===== src/hw/rtl/overcurrent_relay_autoreclose_defines.svh =====
// ---------------------------------------------------------------------------
// Overcurrent relay assertion macros
// Shared assertion forms for the relay; clocked on clk, disabled in reset.
// ---------------------------------------------------------------------------
`ifndef OVERCURRENT_RELAY_AUTORECLOSE_DEFINES_SVH
`define OVERCURRENT_RELAY_AUTORECLOSE_DEFINES_SVH

// The consequent must hold in the same cycle as the antecedent.
`define ORAC_ASSERT_SAME(lbl, ante, cons, msg) \
    lbl: assert property (@(posedge clk) disable iff (!rst_n) (ante) |-> (cons)) \
        else $error(msg);

// The consequent must hold in the cycle after the antecedent.
`define ORAC_ASSERT_NEXT(lbl, ante, cons, msg) \
    lbl: assert property (@(posedge clk) disable iff (!rst_n) (ante) |=> (cons)) \
        else $error(msg);

`endif


===== src/hw/rtl/orac_pkg.sv =====
// ---------------------------------------------------------------------------
// Overcurrent relay package
// Widths, constants, register indexes and shared types of the relay.
// ---------------------------------------------------------------------------
package orac_pkg;

    localparam int TICK_BITS_DEF = 32;

    localparam int CUR_W     = 20;
    localparam int LIMIT_W   = 20;
    localparam int DELAY_W   = 16;
    localparam int LOAD_W    = 16;
    localparam int CFG_IDX_W = 2;
    localparam int CFG_DATA_W = 20;

    // Register indexes of the configuration port.
    localparam logic [CFG_IDX_W-1:0] REG_CURRENT_LIMIT    = 2'd0;
    localparam logic [CFG_IDX_W-1:0] REG_RECLOSE_DELAY    = 2'd1;
    localparam logic [CFG_IDX_W-1:0] REG_RECLOSE_COOLDOWN = 2'd2;

    localparam logic [LIMIT_W-1:0] LIMIT_RESET    = 20'd16000;
    localparam logic [DELAY_W-1:0] DELAY_RESET    = 16'd1500;
    localparam logic [DELAY_W-1:0] COOLDOWN_RESET = 16'd800;
    localparam logic [LIMIT_W-1:0] LIMIT_MIN      = 20'd16;

    localparam logic [DELAY_W-1:0] MAX_TRIP_DELAY = 16'd5000;

    // Scale factors of the loading and trip-time arithmetic.
    localparam int LOAD_SCALE   = 10000;
    localparam int DELAY_SCALE  = 8400;
    localparam int PICKUP_CUR   = 20;
    localparam int PICKUP_LIMIT = 21;

    // Shared divider: 34-bit dividend, 25-bit divisor, 16-bit quotient.
    localparam int DIV_NUM_W = 34;
    localparam int DIV_DEN_W = 25;
    localparam int DIV_Q_W   = 16;
    localparam int DIV_CNT_W = $clog2(DIV_Q_W + 1);

    typedef struct packed {
        logic                 start;
        logic [DIV_NUM_W-1:0] num;
        logic [DIV_DEN_W-1:0] den;
    } div_req_t;

    typedef struct packed {
        logic               done;
        logic               sat;
        logic [DIV_Q_W-1:0] quot;
    } div_rsp_t;

    typedef enum logic [3:0] {
        ST_IDLE,
        ST_TICK,
        ST_RECL,
        ST_LDIV,
        ST_LWAIT,
        ST_PICK,
        ST_DWAIT,
        ST_TRIP,
        ST_DONE
    } orac_state_t;

endpackage


===== src/hw/rtl/orac_if.sv =====
// ---------------------------------------------------------------------------
// Overcurrent relay channel interfaces
// Measurement, result and configuration channels with valid/ready.
// ---------------------------------------------------------------------------
interface orac_meas_if;
    logic                       valid;
    logic                       ready;
    logic [orac_pkg::CUR_W-1:0] current_mag;
    logic                       breaker_open;

    modport source (output valid, current_mag, breaker_open, input ready);
    modport sink   (input valid, current_mag, breaker_open, output ready);
endinterface

interface orac_result_if;
    logic                        valid;
    logic                        ready;
    logic                        trip_cmd;
    logic                        close_cmd;
    logic                        overload_active;
    logic [orac_pkg::LOAD_W-1:0] loading_centi_pct;
    logic [orac_pkg::LOAD_W-1:0] peak_loading_centi_pct;

    modport source (output valid, trip_cmd, close_cmd, overload_active,
                    loading_centi_pct, peak_loading_centi_pct, input ready);
    modport sink   (input valid, trip_cmd, close_cmd, overload_active,
                    loading_centi_pct, peak_loading_centi_pct, output ready);
endinterface

interface orac_cfg_if;
    logic                            valid;
    logic                            ready;
    logic [orac_pkg::CFG_IDX_W-1:0]  addr;
    logic [orac_pkg::CFG_DATA_W-1:0] data;

    modport source (output valid, addr, data, input ready);
    modport sink   (input valid, addr, data, output ready);
endinterface


===== src/hw/rtl/orac_div.sv =====
// ---------------------------------------------------------------------------
// Overcurrent relay serial divider
// Restoring divider, one quotient bit per cycle, with quotient overflow flag.
// ---------------------------------------------------------------------------
module orac_div
(
    input  logic               clk,
    input  logic               rst_n,
    input  orac_pkg::div_req_t req,
    output orac_pkg::div_rsp_t rsp
);

    localparam int NUM_W = orac_pkg::DIV_NUM_W;
    localparam int DEN_W = orac_pkg::DIV_DEN_W;
    localparam int Q_W   = orac_pkg::DIV_Q_W;
    localparam int CNT_W = orac_pkg::DIV_CNT_W;
    localparam int HI_W  = NUM_W - Q_W;

    logic             busy_reg, busy_next;
    logic             done_reg, done_next;
    logic [CNT_W-1:0] cnt_reg, cnt_next;
    logic [DEN_W-1:0] rem_reg, rem_next;
    logic [Q_W-1:0]   low_reg, low_next;
    logic [Q_W-1:0]   quot_reg, quot_next;
    logic [DEN_W-1:0] den_reg, den_next;
    logic             sat_reg, sat_next;

    logic [DEN_W:0]   trial;
    logic [DEN_W:0]   diff;
    logic             ge;
    logic [HI_W-1:0]  hi;

    assign trial = {rem_reg, low_reg[Q_W-1]};
    assign diff  = trial - {1'b0, den_reg};
    assign ge    = (trial >= {1'b0, den_reg});
    assign hi    = req.num[NUM_W-1:Q_W];

    always_comb
    begin
        busy_next = busy_reg;
        done_next = 1'b0;
        cnt_next  = cnt_reg;
        rem_next  = rem_reg;
        low_next  = low_reg;
        quot_next = quot_reg;
        den_next  = den_reg;
        sat_next  = sat_reg;
        if (req.start)
        begin
            // The quotient overflows 16 bits exactly when the upper dividend
            // bits already reach the divisor.
            rem_next  = DEN_W'(hi);
            low_next  = req.num[Q_W-1:0];
            den_next  = req.den;
            sat_next  = (DEN_W'(hi) >= req.den);
            cnt_next  = CNT_W'(Q_W);
            busy_next = 1'b1;
        end
        else if (busy_reg)
        begin
            rem_next  = ge ? diff[DEN_W-1:0] : trial[DEN_W-1:0];
            low_next  = {low_reg[Q_W-2:0], 1'b0};
            quot_next = {quot_reg[Q_W-2:0], ge};
            cnt_next  = cnt_reg - CNT_W'(1);
            if (cnt_reg == CNT_W'(1))
            begin
                busy_next = 1'b0;
                done_next = 1'b1;
            end
        end
    end

    always_ff @(posedge clk or negedge rst_n)
    begin
        if (!rst_n)
        begin
            busy_reg <= 1'b0;
            done_reg <= 1'b0;
        end
        else
        begin
            busy_reg <= busy_next;
            done_reg <= done_next;
        end
    end

    always_ff @(posedge clk)
    begin
        cnt_reg  <= cnt_next;
        rem_reg  <= rem_next;
        low_reg  <= low_next;
        quot_reg <= quot_next;
        den_reg  <= den_next;
        sat_reg  <= sat_next;
    end

    assign rsp.done = done_reg;
    assign rsp.sat  = sat_reg;
    assign rsp.quot = quot_reg;

endmodule


===== src/hw/rtl/overcurrent_relay_autoreclose.sv =====
// ---------------------------------------------------------------------------
// Overcurrent relay with automatic reclose
// Inverse-time overcurrent protection of one line, with loading report and
// a single-shot reclose of the breaker after each trip.
// ---------------------------------------------------------------------------
//
//  Channel  Direction  Carries                         Transfer when
//  -------  ---------  ------------------------------  ----------------------
//  meas     in         one protection tick             meas.valid & ready
//  result   out        commands and loading of a tick  result.valid & ready
//  cfg      in         register index and write data   cfg.valid & ready
//
//  A tick passes the sequencer steps TICK, RECL, LDIV, LWAIT, PICK, DWAIT,
//  TRIP and DONE, with two passes of the shared serial divider (16 quotient
//  bits each, one per cycle) in LWAIT and DWAIT. A tick below pickup skips
//  the second pass and goes from PICK straight to DONE. A finished
//  result waits in the output register, so the next tick may be taken
//  meanwhile; the sequencer stalls only if a new result is ready while the
//  old one is still untaken. The configuration port always accepts. Reset is
//  asynchronous and clears the timers, flags and peak loading, and restores
//  register defaults.
//
module overcurrent_relay_autoreclose
#(
    parameter int TICK_BITS = orac_pkg::TICK_BITS_DEF
)
(
    input  logic clk,
    input  logic rst_n,
    orac_meas_if.sink     meas,
    orac_result_if.source result,
    orac_cfg_if.sink      cfg
);

    `include "overcurrent_relay_autoreclose_defines.svh"

    localparam int CUR_W   = orac_pkg::CUR_W;
    localparam int LIMIT_W = orac_pkg::LIMIT_W;
    localparam int DELAY_W = orac_pkg::DELAY_W;
    localparam int LOAD_W  = orac_pkg::LOAD_W;
    localparam int NUM_W   = orac_pkg::DIV_NUM_W;
    localparam int DEN_W   = orac_pkg::DIV_DEN_W;

    // Saturating sum of a tick value and a 16-bit interval.
    function automatic logic [TICK_BITS-1:0] tick_add
    (
        input logic [TICK_BITS-1:0] a,
        input logic [DELAY_W-1:0]   b
    );
        logic [TICK_BITS:0] s;
        s = {1'b0, a} + {{(TICK_BITS+1-DELAY_W){1'b0}}, b};
        return s[TICK_BITS] ? {TICK_BITS{1'b1}} : s[TICK_BITS-1:0];
    endfunction

    // Sequencer and per-tick working registers.
    orac_pkg::orac_state_t state_reg, state_next;
    logic [CUR_W-1:0]     cur_reg, cur_next;
    logic                 open_reg, open_next;
    logic [LIMIT_W-1:0]   lim_reg, lim_next;
    logic                 trip_reg, trip_next;
    logic                 close_reg, close_next;
    logic [LOAD_W-1:0]    load_reg, load_next;
    logic [TICK_BITS-1:0] trip_due_reg, trip_due_next;

    // Relay state kept from tick to tick.
    logic [TICK_BITS-1:0] tick_reg, tick_next;
    logic                 rcl_pend_reg, rcl_pend_next;
    logic [TICK_BITS-1:0] rcl_due_reg, rcl_due_next;
    logic                 cool_valid_reg, cool_valid_next;
    logic [TICK_BITS-1:0] cool_end_reg, cool_end_next;
    logic                 ovl_flag_reg, ovl_flag_next;
    logic [TICK_BITS-1:0] ovl_start_reg, ovl_start_next;
    logic [LOAD_W-1:0]    peak_reg, peak_next;

    // Configuration registers.
    logic [LIMIT_W-1:0] cur_limit_reg, cur_limit_next;
    logic [DELAY_W-1:0] rcl_delay_reg, rcl_delay_next;
    logic [DELAY_W-1:0] rcl_cool_reg, rcl_cool_next;

    // Output register.
    logic              out_valid_reg, out_valid_next;
    logic              out_trip_reg, out_trip_next;
    logic              out_close_reg, out_close_next;
    logic              out_ovl_reg, out_ovl_next;
    logic [LOAD_W-1:0] out_load_reg, out_load_next;
    logic [LOAD_W-1:0] out_peak_reg, out_peak_next;

    orac_pkg::div_req_t div_req;
    orac_pkg::div_rsp_t div_rsp;
    logic               div_start;

    logic [LIMIT_W-1:0] eff_lim;
    logic [NUM_W-1:0]   load_num;
    logic [NUM_W-1:0]   dly_num;
    logic [DEN_W-1:0]   cur_scaled;
    logic [DEN_W-1:0]   lim_scaled;
    logic [DEN_W-1:0]   excess;
    logic               pick_hit;
    logic [LOAD_W-1:0]  load_val;
    logic [DELAY_W-1:0] dly_val;

    // Terms watched by the checks at the end of the module.
    logic               meas_xfer;
    logic               in_tick;
    logic               in_wait;
    logic               in_done;
    logic               peak_ge_load;

    // A limit below LIMIT_MIN (16) counts as LIMIT_MIN.
    assign eff_lim = (cur_limit_reg < orac_pkg::LIMIT_MIN) ? orac_pkg::LIMIT_MIN
                                                           : cur_limit_reg;

    // Constant products: loading dividend, pickup compare and trip-time terms.
    assign load_num   = NUM_W'(cur_reg) * NUM_W'(orac_pkg::LOAD_SCALE);
    assign dly_num    = NUM_W'(lim_reg) * NUM_W'(orac_pkg::DELAY_SCALE);
    assign cur_scaled = DEN_W'(cur_reg) * DEN_W'(orac_pkg::PICKUP_CUR);
    assign lim_scaled = DEN_W'(lim_reg) * DEN_W'(orac_pkg::PICKUP_LIMIT);
    assign pick_hit   = (cur_scaled > lim_scaled);
    assign excess     = cur_scaled - lim_scaled;

    // The divider serves the loading first and the trip time second.
    assign div_req.start = div_start;
    assign div_req.num   = (state_reg == orac_pkg::ST_LDIV) ? load_num : dly_num;
    assign div_req.den   = (state_reg == orac_pkg::ST_LDIV) ? DEN_W'(lim_reg) : excess;

    assign load_val = div_rsp.sat ? {LOAD_W{1'b1}} : div_rsp.quot;
    assign dly_val  = (div_rsp.sat || (div_rsp.quot > orac_pkg::MAX_TRIP_DELAY))
                      ? orac_pkg::MAX_TRIP_DELAY : div_rsp.quot;

    orac_div u_div
    (
        .clk   (clk),
        .rst_n (rst_n),
        .req   (div_req),
        .rsp   (div_rsp)
    );

    always_comb
    begin
        state_next      = state_reg;
        cur_next        = cur_reg;
        open_next       = open_reg;
        lim_next        = lim_reg;
        trip_next       = trip_reg;
        close_next      = close_reg;
        load_next       = load_reg;
        trip_due_next   = trip_due_reg;
        tick_next       = tick_reg;
        rcl_pend_next   = rcl_pend_reg;
        rcl_due_next    = rcl_due_reg;
        cool_valid_next = cool_valid_reg;
        cool_end_next   = cool_end_reg;
        ovl_flag_next   = ovl_flag_reg;
        ovl_start_next  = ovl_start_reg;
        peak_next       = peak_reg;
        cur_limit_next  = cur_limit_reg;
        rcl_delay_next  = rcl_delay_reg;
        rcl_cool_next   = rcl_cool_reg;
        out_valid_next  = out_valid_reg && !result.ready;
        out_trip_next   = out_trip_reg;
        out_close_next  = out_close_reg;
        out_ovl_next    = out_ovl_reg;
        out_load_next   = out_load_reg;
        out_peak_next   = out_peak_reg;
        div_start       = 1'b0;

        // Writes to an index beyond the three registers are dropped.
        if (cfg.valid)
        begin
            case (cfg.addr)
                orac_pkg::REG_CURRENT_LIMIT:    cur_limit_next = cfg.data;
                orac_pkg::REG_RECLOSE_DELAY:    rcl_delay_next = cfg.data[DELAY_W-1:0];
                orac_pkg::REG_RECLOSE_COOLDOWN: rcl_cool_next  = cfg.data[DELAY_W-1:0];
                default:                        ;
            endcase
        end

        case (state_reg)
            orac_pkg::ST_IDLE:
            begin
                if (meas.valid)
                begin
                    cur_next   = meas.current_mag;
                    open_next  = meas.breaker_open;
                    lim_next   = eff_lim;
                    trip_next  = 1'b0;
                    close_next = 1'b0;
                    state_next = orac_pkg::ST_TICK;
                end
            end
            orac_pkg::ST_TICK:
            begin
                tick_next  = tick_add(tick_reg, DELAY_W'(1));
                state_next = orac_pkg::ST_RECL;
            end
            orac_pkg::ST_RECL:
            begin
                // A due reclose is consumed whether or not it closes the
                // breaker; after a close the breaker counts as closed.
                if (rcl_pend_reg && (rcl_due_reg <= tick_reg))
                begin
                    if (!(cool_valid_reg && (tick_reg < cool_end_reg)) && open_reg)
                    begin
                        open_next       = 1'b0;
                        close_next      = 1'b1;
                        cool_end_next   = tick_add(tick_reg, rcl_cool_reg);
                        cool_valid_next = 1'b1;
                    end
                    rcl_pend_next = 1'b0;
                end
                state_next = orac_pkg::ST_LDIV;
            end
            orac_pkg::ST_LDIV:
            begin
                div_start  = 1'b1;
                state_next = orac_pkg::ST_LWAIT;
            end
            orac_pkg::ST_LWAIT:
            begin
                if (div_rsp.done)
                begin
                    load_next = load_val;
                    if (load_val > peak_reg)
                    begin
                        peak_next = load_val;
                    end
                    state_next = orac_pkg::ST_PICK;
                end
            end
            orac_pkg::ST_PICK:
            begin
                if (pick_hit)
                begin
                    div_start  = 1'b1;
                    state_next = orac_pkg::ST_DWAIT;
                end
                else
                begin
                    // Below pickup the overload timer drops out.
                    ovl_flag_next = 1'b0;
                    state_next    = orac_pkg::ST_DONE;
                end
            end
            orac_pkg::ST_DWAIT:
            begin
                if (div_rsp.done)
                begin
                    if (!ovl_flag_reg)
                    begin
                        ovl_flag_next  = 1'b1;
                        ovl_start_next = tick_reg;
                        trip_due_next  = tick_add(tick_reg, dly_val);
                    end
                    else
                    begin
                        trip_due_next = tick_add(ovl_start_reg, dly_val);
                    end
                    state_next = orac_pkg::ST_TRIP;
                end
            end
            orac_pkg::ST_TRIP:
            begin
                // A due trip only acts on a closed breaker, and arms a reclose.
                if ((trip_due_reg <= tick_reg) && !open_reg)
                begin
                    trip_next     = 1'b1;
                    rcl_pend_next = 1'b1;
                    rcl_due_next  = tick_add(tick_reg, rcl_delay_reg);
                end
                state_next = orac_pkg::ST_DONE;
            end
            orac_pkg::ST_DONE:
            begin
                if (!out_valid_reg || result.ready)
                begin
                    out_valid_next = 1'b1;
                    out_trip_next  = trip_reg;
                    out_close_next = close_reg;
                    out_ovl_next   = ovl_flag_reg;
                    out_load_next  = load_reg;
                    out_peak_next  = peak_reg;
                    state_next     = orac_pkg::ST_IDLE;
                end
            end
            default:
            begin
                state_next = orac_pkg::ST_IDLE;
            end
        endcase
    end

    always_ff @(posedge clk or negedge rst_n)
    begin
        if (!rst_n)
        begin
            state_reg      <= orac_pkg::ST_IDLE;
            tick_reg       <= '0;
            rcl_pend_reg   <= 1'b0;
            rcl_due_reg    <= '0;
            cool_valid_reg <= 1'b0;
            cool_end_reg   <= '0;
            ovl_flag_reg   <= 1'b0;
            ovl_start_reg  <= '0;
            peak_reg       <= '0;
            cur_limit_reg  <= orac_pkg::LIMIT_RESET;
            rcl_delay_reg  <= orac_pkg::DELAY_RESET;
            rcl_cool_reg   <= orac_pkg::COOLDOWN_RESET;
            out_valid_reg  <= 1'b0;
        end
        else
        begin
            state_reg      <= state_next;
            tick_reg       <= tick_next;
            rcl_pend_reg   <= rcl_pend_next;
            rcl_due_reg    <= rcl_due_next;
            cool_valid_reg <= cool_valid_next;
            cool_end_reg   <= cool_end_next;
            ovl_flag_reg   <= ovl_flag_next;
            ovl_start_reg  <= ovl_start_next;
            peak_reg       <= peak_next;
            cur_limit_reg  <= cur_limit_next;
            rcl_delay_reg  <= rcl_delay_next;
            rcl_cool_reg   <= rcl_cool_next;
            out_valid_reg  <= out_valid_next;
        end
    end

    always_ff @(posedge clk)
    begin
        cur_reg       <= cur_next;
        open_reg      <= open_next;
        lim_reg       <= lim_next;
        trip_reg      <= trip_next;
        close_reg     <= close_next;
        load_reg      <= load_next;
        trip_due_reg  <= trip_due_next;
        out_trip_reg  <= out_trip_next;
        out_close_reg <= out_close_next;
        out_ovl_reg   <= out_ovl_next;
        out_load_reg  <= out_load_next;
        out_peak_reg  <= out_peak_next;
    end

    assign meas.ready = (state_reg == orac_pkg::ST_IDLE);
    assign cfg.ready  = 1'b1;

    assign result.valid                  = out_valid_reg;
    assign result.trip_cmd               = out_trip_reg;
    assign result.close_cmd              = out_close_reg;
    assign result.overload_active        = out_ovl_reg;
    assign result.loading_centi_pct      = out_load_reg;
    assign result.peak_loading_centi_pct = out_peak_reg;

    assign meas_xfer    = meas.valid && meas.ready;
    assign in_tick      = (state_reg == orac_pkg::ST_TICK);
    assign in_wait      = (state_reg == orac_pkg::ST_LWAIT) || (state_reg == orac_pkg::ST_DWAIT);
    assign in_done      = (state_reg == orac_pkg::ST_DONE);
    assign peak_ge_load = (result.peak_loading_centi_pct >= result.loading_centi_pct);

    // A taken tick starts the sequencer, and that closes the input.
    `ORAC_ASSERT_NEXT(a_accept_starts, meas_xfer, in_tick && !meas.ready, "tick not started")
    // The divider only finishes while the sequencer waits for it.
    `ORAC_ASSERT_SAME(a_div_done_waited, div_rsp.done, in_wait, "divider done outside a wait")
    // A new result only appears when the sequencer hands one over.
    `ORAC_ASSERT_SAME(a_result_source, $rose(result.valid), $past(in_done), "result without a tick")
    // The reported peak never lies below the loading it is reported with.
    `ORAC_ASSERT_SAME(a_peak_covers_load, result.valid, peak_ge_load, "peak below loading")

endmodule

===== src/flat_wrapper.sv =====
// flat-port wrapper written by rule: the top's interface ports become plain ports
module overcurrent_relay_autoreclose_flat 
#(
    parameter int TICK_BITS = orac_pkg::TICK_BITS_DEF
)
  (clk, rst_n, meas_valid, meas_current_mag, meas_breaker_open, meas_ready, result_valid, result_trip_cmd, result_close_cmd, result_overload_active, result_loading_centi_pct, result_peak_loading_centi_pct, result_ready, cfg_valid, cfg_addr, cfg_data, cfg_ready);
  orac_meas_if meas_i ();
  orac_result_if result_i ();
  orac_cfg_if cfg_i ();
  input  logic clk;
  input  logic rst_n;
  input wire logic [$bits(meas_i.valid)-1:0] meas_valid;
  input wire logic [$bits(meas_i.current_mag)-1:0] meas_current_mag;
  input wire logic [$bits(meas_i.breaker_open)-1:0] meas_breaker_open;
  output wire logic [$bits(meas_i.ready)-1:0] meas_ready;
  output wire logic [$bits(result_i.valid)-1:0] result_valid;
  output wire logic [$bits(result_i.trip_cmd)-1:0] result_trip_cmd;
  output wire logic [$bits(result_i.close_cmd)-1:0] result_close_cmd;
  output wire logic [$bits(result_i.overload_active)-1:0] result_overload_active;
  output wire logic [$bits(result_i.loading_centi_pct)-1:0] result_loading_centi_pct;
  output wire logic [$bits(result_i.peak_loading_centi_pct)-1:0] result_peak_loading_centi_pct;
  input wire logic [$bits(result_i.ready)-1:0] result_ready;
  input wire logic [$bits(cfg_i.valid)-1:0] cfg_valid;
  input wire logic [$bits(cfg_i.addr)-1:0] cfg_addr;
  input wire logic [$bits(cfg_i.data)-1:0] cfg_data;
  output wire logic [$bits(cfg_i.ready)-1:0] cfg_ready;
  assign meas_i.valid = meas_valid;
  assign meas_i.current_mag = meas_current_mag;
  assign meas_i.breaker_open = meas_breaker_open;
  assign meas_ready = meas_i.ready;
  assign result_valid = result_i.valid;
  assign result_trip_cmd = result_i.trip_cmd;
  assign result_close_cmd = result_i.close_cmd;
  assign result_overload_active = result_i.overload_active;
  assign result_loading_centi_pct = result_i.loading_centi_pct;
  assign result_peak_loading_centi_pct = result_i.peak_loading_centi_pct;
  assign result_i.ready = result_ready;
  assign cfg_i.valid = cfg_valid;
  assign cfg_i.addr = cfg_addr;
  assign cfg_i.data = cfg_data;
  assign cfg_ready = cfg_i.ready;
  overcurrent_relay_autoreclose #(.TICK_BITS(TICK_BITS)) u_core (.clk(clk), .rst_n(rst_n), .meas(meas_i), .result(result_i), .cfg(cfg_i));
endmodule

===== config.mk =====
export PLATFORM = sky130hd
export DESIGN_NAME = overcurrent_relay_autoreclose_flat
export DESIGN_NICKNAME = d
export VERILOG_FILES = /design/src/hw/rtl/orac_pkg.sv /design/src/hw/rtl/orac_if.sv /design/src/hw/rtl/orac_div.sv /design/src/hw/rtl/overcurrent_relay_autoreclose.sv /design/src/flat_wrapper.sv
export VERILOG_INCLUDE_DIRS = /design/src /design/src/hw/rtl
export SDC_FILE = /design/constraint.sdc
export NUM_CORES = 2
export LEC_CHECK = 0
export ABC_AREA = 1
export BUFFER_PORTS_ARGS = -buffer_cell sky130_fd_sc_hd__buf_2
export CAP_MARGIN = 15
export CORE_MARGIN = 2
export CORE_UTILIZATION = 40
export CTS_BUF_LIST = sky130_fd_sc_hd__clkbuf_2
export DETAILED_ROUTE_END_ITERATION = 8
export SYNTH_ARGS = -nofsm -noshare
export SYNTH_HDL_FRONTEND = slang
export SYNTH_HIERARCHICAL = 1
export SYNTH_SLANG_ARGS = --single-unit

===== constraint.sdc =====
create_clock -name clk -period 7.75 [get_ports clk]
set_input_delay 1.55 -clock clk [delete_from_list [all_inputs] [get_ports clk]]
set_output_delay 1.55 -clock clk [all_outputs]
set_load 0.05 [all_outputs]

# [Word level (Yosys, flattened, before mapping)]
# Cells that the tools add are included.
[word_totals] inputBits=48 reg_bits=420 out_inout_bits=38 elab_cells=157
[op_classes] order_cmp=9 n_mul=4 n_mux=46 n_eq_ne=19 n_bitwise=2 n_reduce_logical=35 n_addsub=8
[op_table] cell="2-to-1 mux 32 bit" count=6
[op_table] cell="adder 32 x 16 -> 33 bit" count=4
[op_table] cell="<= comparator 32 bit" count=2
[op_table] cell="2-to-1 mux 16 bit" count=4
[op_table] cell="multiplier 20 x 10 -> 30 bit (second input constant)" count=2
[op_table] cell="2-to-1 mux 25 bit" count=2
[op_table] cell="subtractor 25 bit" count=2
[op_table] cell="2-to-1 mux 18 bit" count=2
[op_table] cell="case mux 4 bit (9 select lines)" count=1
[op_table] cell="2-to-1 mux 34 bit" count=1
[op_table] cell="adder 32 x 1 -> 33 bit (second input constant)" count=1
[op_table] cell="< comparator 32 bit" count=1
[op_table] cell=">= comparator 26 x 25 -> 1 bit" count=1
[op_table] cell=">= comparator 18 x 25 -> 1 bit" count=1
[op_table] cell="greater-than comparator 25 bit" count=1
[op_table] cell="multiplier 20 x 5 -> 25 bit (second input constant)" count=1
[op_table] cell="multiplier 20 x 3 -> 23 bit (second input constant)" count=1
[op_table] cell="< comparator 20 x 5 -> 1 bit (second input constant)" count=1
[op_table] cell="2-to-1 mux 4 bit" count=5
[op_table] cell="2-to-1 mux 1 bit" count=19
[op_table] cell="AND reduction 2 bit" count=9
[op_table] cell="AND reduction 3 bit" count=6
[op_table] cell="equality test 4 x 3 -> 1 bit (second input constant)" count=4
[op_table] cell="greater-than comparator 16 x 13 -> 1 bit (second input constant)" count=1
[op_table] cell="19 further kinds" count=45

# [Longest topological paths before layout]
[depth] depth_word=7 ltp_mapped=30 mapped_depth_nobuf=30

# [By module]
# The synthesis kept the hierarchy.
[modules_own_cells] module="overcurrent_relay_autoreclose" cells_per_inst=4238 area_per_inst_um2=32194.6 n_inst=1 seq_area_each_um2=8908.5
[modules_own_cells] module="orac_div" cells_per_inst=831 area_per_inst_um2=6237.2 n_inst=1 seq_area_each_um2=2572.5

# [Least setup slack after synthesis]
# Ideal clock, no wire load.
[synth_path] path_kind="register to register" startpoint="register u_core.lim_reg[5]" endpoint="register u_core.u_div.quot_reg[0], enable pin" path_slack_ns=1.246 setup_time_ns=0.400 required_time_ns=7.350 stages_incl_launch_ff=25 synth_period_minus_slack_ns=6.504 t_arrival_ns=6.103 path_buffers=1 cell_sequence="edfxtp_1 ha_1 ha_1 inv_1 fa_1 inv_1 ha_1 a21oi_1 inv_1 a31oi_1 o21ai_0 a21boi_0 nor2_1 nor2_1 xor2_1 ha_1 nand2_1 inv_1 nand3_1 nor3_1 nand3_1 o311ai_1 nand2_1 clkbuf_1 nor2_1"
[synth_rtl] item="from (decl)" line="overcurrent_relay_autoreclose.sv:59" source="logic [LIMIT_W-1:0] lim_reg, lim_next;"
[synth_rtl] item="from (signal assigned)" line="overcurrent_relay_autoreclose.sv:332" source="lim_reg <= lim_next;"
[synth_rtl] item="to (signal assigned)" line="orac_div.sv:92" source="quot_reg <= quot_next;"
[synth_rtl] item="to (decl)" line="orac_div.sv:24" source="logic [Q_W-1:0] quot_reg, quot_next;"

==> reports/metrics.yaml <==
outcome:
  status: "completed"
clocking:
  cts_buffers: 116
  clk_pin_slew_ns: 0.12
  cts-hold-fix-buffers: 0
  worstSkewPairLatency_ns: 1.30
  postCtsSetupRepairBufs: 0
  clkSinkCount: 420
  htreeDepth: 3
  cts_resized: 0
  cts_root_buf: "clkbuf_2"
  clockBufferDepth: 3
  cts_tree: "yes"
setup_path:
  cp-start-kind: "flop"
  cp.arrival_ns: 7.32
  critPathMostFrequentCell: "ha_1"
  critPathCaptureType: "flop"
  cp_slowest_stage_delay_ns: 0.66
  worst_ep_required_time_ns: 8.62
  worst-path-max-fanout: 22
  crit_slowest_cell: "edfxtp_1"
  cp_cell_sequence: "ha_1 -> ha_1 -> ha_1 -> ha_1 -> a21oi_1 -> nand2_1 -> a21oi_1 -> o21ai_0 -> a21boi_0 -> nor2_1 -> nor2_1 -> xor2_1 -> ha_1 -> nand2_1 -> inv_1 -> nand3_1 -> nor3_1 -> nand3_1 -> o311ai_1 -> buf_4 -> nand2_2 -> nor2_1 -> inv_1 -> buf_4"
  criticalPathCategory: "reg -> reg"
timing:
  rsz0062_at_grt: "false"
  period_share_pct: 83.2
  clock.fmax_mhz: 155
  fin_tns_setup_ns: 0
  final-hold-violation-count: 0
  worst_slew_pin_slew_ns: 1.05
  clock_skew_ns: 0.154
  setup_violations: 0
  slew_violations: 0
  timing.slew.headroom_pct: 30.0
  min_period_ns: 6.45
global_routing:
  antenna_found_initial: 3
  grt_start_max_net_pins: 145
  grt_pass1_vias: 33200
  grtUsageTotal_pct: 23.7
  grt_pass1_wl_um: 183000
  grt-ovfl-total: 0
cells_and_area:
  area_growth_pct: 7.48
  drive_gt1_share_pct: 8.42
  nets: 5864
  fill_cells: 9788
routing:
  drc_errors: 0
  maxUsedRoutingLayer: "met4"
  num_vias: 34100
  wl_met1_um: 53400
  first_iter_violations: 2632
  wl_met2_um: 54500
  first_pass_iters: 6
  routedWlPerCell_um: 17.8
  drt-vias-per-instance: 5.18
  wl_met3_um: 6520
  ant_nets: 0
  wl_um: 117000
placement:
  gp_congestion: 0.963
  numPortBuffers: 84
  hpwl_um: 94200
yosys:
  ys_ff_latch: 420
  async_reset_ff_share_pct: 49.0
  synth_cell_type_count: 73
  synth_edf_count: 202
  yosysTopAreaCell: "ha_1"
  syn_inst: 5069
  synth_top_cells_by_count: "1214 x nand2_1, 841 x inv_1, 513 x ha_1, 368 x o21ai_0, 351 x a21oi_1"
  yosysWarningCount: 6
  synth.cell_area_um2: 38400
  ys_seq_area_share_pct: 29.9
  ys.flop_type: "edfxtp_1"
  yosys.cell_count.top_type: "nand2_1"
  ys_top_cells_by_area: "ha_1 17%, edfxtp_1 16%, dfrtp_1 12%, nand2_1 12%, inv_1 8.2%"
  synth_top_cell_area_share_pct: 16.7
  synth_area_per_cell_um2: 7.58
min_path:
  hold_class: "in -> async"
floorplanning:
  die-width_um: 314
  rows: 113
  core_um2: 95200
  start_util_pct: 40.4
  dieArea_um2: 98600
  pin_count: 86
  die_h_um: 314
flow_run:
  maxCapViolCount: 0
==> worst paths after layout <==
| check | slack, ns | end | cells past startpoint | from |
|---|---|---|---|---|
| worst max-delay path | 1.30 | u_core/u_div/rem_reg[1]$_DFFE_PP_ | 24 | u_core/lim_reg[0]$_SDFFCE_PN0P_ |
| worst min-delay path | 0.20 | u_core/ovl_start_reg[23]$_DFFE_PN0P_ | 1 | rst_n |
| worst max register to register | 1.30 | u_core/u_div/rem_reg[1]$_DFFE_PP_ | 24 | u_core/lim_reg[0]$_SDFFCE_PN0P_ |
| worst min register to register | 0.39 | u_core/result.loading_centi_pct[7]$_DFFE_PP_ | 0 | u_core/load_reg[7]$_DFFE_PP_ |
| max in group asynchronous | 6.19 | u_core/peak_reg[3]$_DFFE_PN0P_ | 2 | rst_n |
| min in group clk | 0.39 | u_core/result.loading_centi_pct[7]$_DFFE_PP_ | 0 | u_core/load_reg[7]$_DFFE_PP_ |
==> cells in the final DEF, fill, tap and decap left out, types with 7 or more instances in the layout <==
cell      Yosys  layout
inv_1       841     841
nand3_1     241     241
nor3_1       50      50
edfxtp_1    202     202
nor4_1       18      18
clkbuf_2      1     179
o21bai_1     27      27
nor3_2       12      12
and2_1        7       7
a21o_1       17      17
or2_2        25      25
buf_4         6      19
o21ai_1      28      28
xor2_1       67      67
dfrtp_1     190     190
nor2_1      349     345
nand3b_1      8       8
a31oi_1      19      19
a21oi_1     351     351
nor2_2       10      10
a21oi_2       8       8
dfxtp_1      12      12
a21boi_0     11      11
fa_1         97      97
o21a_1       17      17
xnor2_1      61      61
dfstp_2      16      16
nand2_2      12      14
buf_2        22      83
nor2_4        7      11
nand2_1    1214    1212
nand4_1      81      81
ha_1        513     513
nand3_2       8       8
inv_2        16      17
clkinv_1      0      29
conb_1        2      11
o211ai_1      7       7
o21ai_0     368     368
==> kinds of logic after synthesis <==
kind of cell	share of synthesized area [%]
and+or+nand+nor	23.2
muxes	0.117
xor gates and xnor gates	2.92
buffers and inverters	9.71
adders and majority gates	21.8
AOI/OAI and AO/OA	12.4
DFF	29.9
other	0.0195
==> through the flow <==
stage	setup WS, ns	std cells	hold slack, ns	area (um2)	utilization [%]
6_report	1.30	6577	0.204	41300	43.4
3_5_place_dp	1.40	6352	0.405	40200	42.2
2_1_floorplan	1.25	5078	0.400	38500	-
5_1_grt	0.660	6575	0.124	41300	43.4
3_3_place_gp	1.45	6352	0.402	40200	42.2
4_1_cts	1.25	6571	0.0424	41300	43.4
==> critical path: cells and delay by family, from the launching register on <==
family | cells | cell delay, ns
and+or+nand+nor | 9 | 1.74
xor gates and xnor gates | 1 | 0.08
AOI/OAI and AO/OA | 5 | 1.27
buffers and inverters | 4 | 0.65
adders and majority gates | 5 | 1.66
DFF | 1 | 0.66
==> area by class of cell <==
type                    count  area, um2  share of cell area (%)
clock buffers             179        896                    2.17
inverters                 861       3250                    7.88
clock inverters            40        184                   0.445
flip-flops and latches    420      11500                    27.8
diodes                      5       12.5                  0.0303
repair buffers            105        608                    1.47
well taps                1265       1580                    3.83
multi-input cells        3702      23300                    56.4
==> layer usage <==
| metal | global-route usage (%) | vias up |
|---|---|---|
| li1 | - | 17000 |
| met2 | 39.7 | 964 |
| met5 | 0 | - |
| met4 | 6.68 | 0 |
| met3 | 2.92 | 151 |
| met1 | 32.2 | 16000 |
Power is left out: the tool's default activity adds up to more than one toggle a clock period on the data nets, which glitch-free logic cannot reach.
